==> src/rtl/ssidm_ram.sv <==
// Generic simple dual-port RAM: one write port, one read port with registered data.
// No dependencies.
module ssidm_ram #(
  parameter int unsigned WIDTH = 16,
  parameter int unsigned DEPTH = 256
) (
  input  logic                     clk,
  input  logic                     wr_en,
  input  logic [$clog2(DEPTH)-1:0] wr_addr,
  input  logic [WIDTH-1:0]         wr_data,
  input  logic                     rd_en,
  input  logic [$clog2(DEPTH)-1:0] rd_addr,
  output logic [WIDTH-1:0]         rd_data
);

  logic [WIDTH-1:0] mem [DEPTH];

  always_ff @(posedge clk) begin
    if (wr_en) begin
      mem[wr_addr] <= wr_data;
    end
    if (rd_en) begin
      rd_data <= mem[rd_addr];
    end
  end

endmodule

==> config.mk <==
export PLATFORM = sky130hd
export DESIGN_NAME = ssidm_ram
export DESIGN_NICKNAME = d
export VERILOG_FILES = /design/src/rtl/ssidm_ram.sv
export SDC_FILE = /design/constraint.sdc
export NUM_CORES = 2
export LEC_CHECK = 0
export ABC_CLOCK_PERIOD_IN_PS = 2880
export BUFFER_PORTS_ARGS = -buffer_cell sky130_fd_sc_hd__clkbuf_2
export CAP_MARGIN = 20
export CORE_MARGIN = 5
export CORE_UTILIZATION = 35
export CTS_CLUSTER_SIZE = 24
export DETAILED_ROUTE_END_ITERATION = 10
export HOLD_SLACK_MARGIN = 0.12
export SLEW_MARGIN = 10
export SYNTH_ARGS = -nofsm -noshare
export SYNTH_HDL_FRONTEND = slang
export SYNTH_SLANG_ARGS = --single-unit
==> constraint.sdc <==
create_clock -name clk -period 2.88 [get_ports clk]
set_input_delay 0.288 -clock clk [delete_from_list [all_inputs] [get_ports clk]]
set_output_delay 0.288 -clock clk [all_outputs]
set_load 0.005 [all_outputs]
# Word-level counts from Yosys, hierarchy flattened
# Memory sizes are Yosys's and may differ from the RTL's. A register that Yosys moved wholly into a read port is not among the register bits.
# Cells that the tools add are included.
# Widths: inputs -> output; s select.
# totals
regBits,0
ramBits,4096
output_inout_bits,16
n_memories,1
# op_classes
mux,2
# memory_table
memory,depth,word_bits,read_ports,rd_clocked_by_memory_dff,wr,line,rtl
mem,256,16,1,1,1,16,logic [WIDTH-1:0] mem [DEPTH];
# ops
operator,n
$mux 1,2

# Logic depth before layout (Yosys ltp)
# logic_depth
depth_word,2
ltp_mapped,12
ltp_nobuf,6

# Worst setup path after synthesis
# Ideal clock, no wire load.
# synth_timing
path_type,input -> register
from,in rd_addr[0]
to,"reg rd_data[4], read port of mem, data pin"
setup_ns,0.265
t_arrival_ns,2.272
setup_slack_ns,0.343
path_stages,8
path_buffers,3
cell_sequence,buf_6 -> buf_6 -> buf_2 -> mux4_2 -> mux4_2 -> a22o_1 -> o32ai_2 -> nor4_2
# synth_rtl
element,line,rtl
start: declaration,12,"input logic [$clog2(DEPTH)-1:0] rd_addr,"
end: declaration,13,output logic [WIDTH-1:0] rd_data

==> impl_metrics.json <==
{
  "yosys.area_share.simple_pct": 1.57,
  "min_path_type": "in -> reg",
  "synth_compound_area_share_pct": 3.53,
  "critPathMaxFanout": 1,
  "grt-ovfl-total": 0,
  "clock_skew_ns": 0.0827,
  "yosysTopAreaCell": "edfxtp_1",
  "yosysWarnings": 0,
  "grt_pass1_vias": 82000,
  "cts_root_buf": "clkbuf_16",
  "cts_tree": "done",
  "io_buffers": 50,
  "start_util_pct": 35.1,
  "period_needed_ns": 2.81,
  "critical_path_arrival_ns": 3.47,
  "grt_max_degree": 120,
  "timing.setup.tns_ns": 0,
  "setup_viol": 0,
  "seqPwrFrac_pct": 53.0,
  "ys_types": 51,
  "cts_sinks": 4112,
  "syn_area_sq_um": 159000,
  "critical_path.most_common_cell": "mux4_2",
  "synth_edf_count": 4112,
  "synth_fp_nets": 7395,
  "final.setup.worst_slack_ns": 0.0696,
  "crit_type": "reg -> reg",
  "worst_pin_slew_ns": 1.17,
  "cts_setup_buffers": 0,
  "grt_setup_unrepaired": "false",
  "core_area_sq_um": 452000,
  "p_clk_share_pct": 41.4,
  "holdWs_ns": 0.211,
  "ant_nets": 0,
  "fin_crit_sh_pct": 97.6,
  "slew_headroom_pct": 22.1,
  "critPathLaunchType": "flop",
  "synthFlopType": "edfxtp_1",
  "slew_viol_final": 0,
  "muxShareOfSynthArea_pct": 15.5,
  "path_buf_inv": 0,
  "synth_commonest_cells": "edfxtp_1, mux4_2, mux2i_1, nor2_1, o221ai_1",
  "p_int_uw": 97700,
  "num_rows": 247,
  "drtIter0Drc": 9659,
  "first_pass_iters": 8,
  "drc": 0,
  "die-area_sq_um": 468000,
  "fp.dieH_microns": 684,
  "synth_top_family_by_area": "multiplexers",
  "drive_gt1_share_pct": 30.2,
  "clock_latency_ns": 0.99,
  "nets": 8452,
  "p_comb_share_pct": 5.6,
  "clk_pin_slew_ns": 0.06,
  "wire_per_inst_microns": 29.6,
  "cp.required_ns": 3.54,
  "p_per_area_nw_per_um2": 663,
  "avgSynthCellArea_sq_um": 21.6,
  "swShare_pct": 21.6,
  "antenna_found_initial": 34,
  "async_reset_ff_share_pct": 0,
  "cp-end-kind": "flop",
  "synth_xor_area_share_pct": 0,
  "syn_to_final_growth_pct": 18.3,
  "finalHoldViolCount": 0,
  "vdd_drop_max_mv": 0.492,
  "synth_top_cell_area_share_pct": 77.7,
  "synth.most_common_cell": "edfxtp_1",
  "synth_cells": 7360,
  "synth_fa_ha_area_share_pct": 0,
  "htreeDepth": 5,
  "routabilityCongestion": 0.864,
  "grt.total_usage_pct": 18.2,
  "clk_path_buf_depth": 4,
  "vias_per_cell": 5.52,
  "timing.critical_path.cells": "mux4_2 > mux4_2 > a22o_1 > o32ai_1 > nor4_1",
  "max_stage_delay_ns": 0.65,
  "vias": 81300,
  "p_leak_uw": 0.0602,
  "slowest_stage": "o32ai_1",
  "power.total_uw": 125000,
  "fmax_mhz": 356,
  "switching_power_uw": 27000,
  "dp_hpwl_microns": 278000,
  "synth_area_leaders": "edfxtp_1, mux4_2, mux2i_1",
  "drv_cap": 0,
  "cpLargestDelayFamily": "multiplexers",
  "die_w_microns": 684,
  "numCtsBuffers": 392,
  "synth-seq-cells": 4112,
  "pre_cts_ws_ns": -1.18,
  "yosysSeqAreaShare_pct": 77.7,
  "grt_pass1_wl_microns": 620000,
  "status": "finished, final reports clean",
  "drt-total-wl_microns": 436000,
  "floorplan.io_pins": 51
}
[placed cells by master (no fill, tap or decap), types with 12 or more instances in the layout]
master and instances:
a211oi_1 18, a21oi_1 175, a221oi_1 27, a22o_1 32
a22oi_1 43, buf_12 205, buf_4 837, buf_8 18
bufinv_16 41, clkbuf_1 57, clkbuf_16 394, clkbuf_2 29
clkinv_1 84, clkinv_16 12, clkinv_2 71, clkinvlp_4 24
diode_2 13, dlygate4sd3_1 20, edfxtp_1 4112, mux2_2 88
mux2i_1 565, mux4_2 797, nand2_1 37, nand3_1 26
nand4_1 26, nor2_1 252, nor2_2 52, nor3_1 90
nor4_1 16, o21ai_0 36, o221ai_1 251, o22ai_1 148
o31ai_1 16, o32ai_1 15
[logic make-up (layout without fill, tap and decap cells)]
family | after synthesis | after routing
DFF | 4112 | 4112
buffers and inverters | 456 | 1828
and+or+nand+nor | 556 | 556
muxes | 1450 | 1450
AOI/OAI and AO/OA | 786 | 786
other | 0 | 13
[tightest hold or removal path, stage by stage]
cell and delay (ns):
clkbuf_2 0.17, nand4_1 0.22, nor2_1 0.06, buf_4 0.22
[layer usage]
metal  GRT usage (%)  wire, microns  vias up  part of all wire (%)
met2            30.0         213000     3671                    49
li1                -              -    33400                     -
met3            3.13          33800      729                   7.7
met1            24.3         172000    43400                    39
met5               0             30        -                0.0069
met4            6.58          17800        4                   4.1
[power groups by stage]
stage	registers (uW)	clock network, uW	logic (uW)
6_report	66100	51600	6980
5_1_grt	66100	55000	7300
4_1_cts	66100	52400	7010
3_5_place_dp	67400	0	6950
3_3_place_gp	67400	0	6830
2_1_floorplan	67300	0	3260
[final timing paths]
| kind | from | end | slack (ns) | cells after the start |
|---|---|---|---|---|
| worst max-delay path | mem[27][8] | rd_data[8] | 0.07 | 5 |
| worst min-delay path | wr_addr[1] | mem[187][2] | 0.21 | 4 |
| worst max register to register | mem[27][8] | rd_data[8] | 0.07 | 5 |
| worst min register to register | mem[194][5] | rd_data[5] | 1.21 | 6 |
[flip-flops by register name (all words and copies together) (netlist names)]
signal,count
rd_data,16
mem,4096
[timing repair]
action / CTS / global route
hold buffers: 20 / 0
gates resized for setup: 6 / 4
setup endpoints to repair: 5 / 4
hold endpoints to repair: 2900 / 0
[final cells by class]
type                    instances  area (sq um)
clock inverters               258          2760
well taps                    5976          7480
fillers                     39100        265000
diodes                         13          32.5
inverters                       4          27.5
repair buffers               1115         11100
clock buffers                 451         10100
multi-input cells            2792         33000
flip-flops and latches       4112        123000
[through the flow]
stage	area, sq um	std cells	utilization, %
2_1_floorplan	159000	7360	-
3_3_place_gp	175000	14000	38.6
3_5_place_dp	175000	14000	38.6
4_1_cts	188000	14700	41.5
5_1_grt	188000	14700	41.5
6_report	188000	14700	41.5
(Power assumes the default switching activity.)
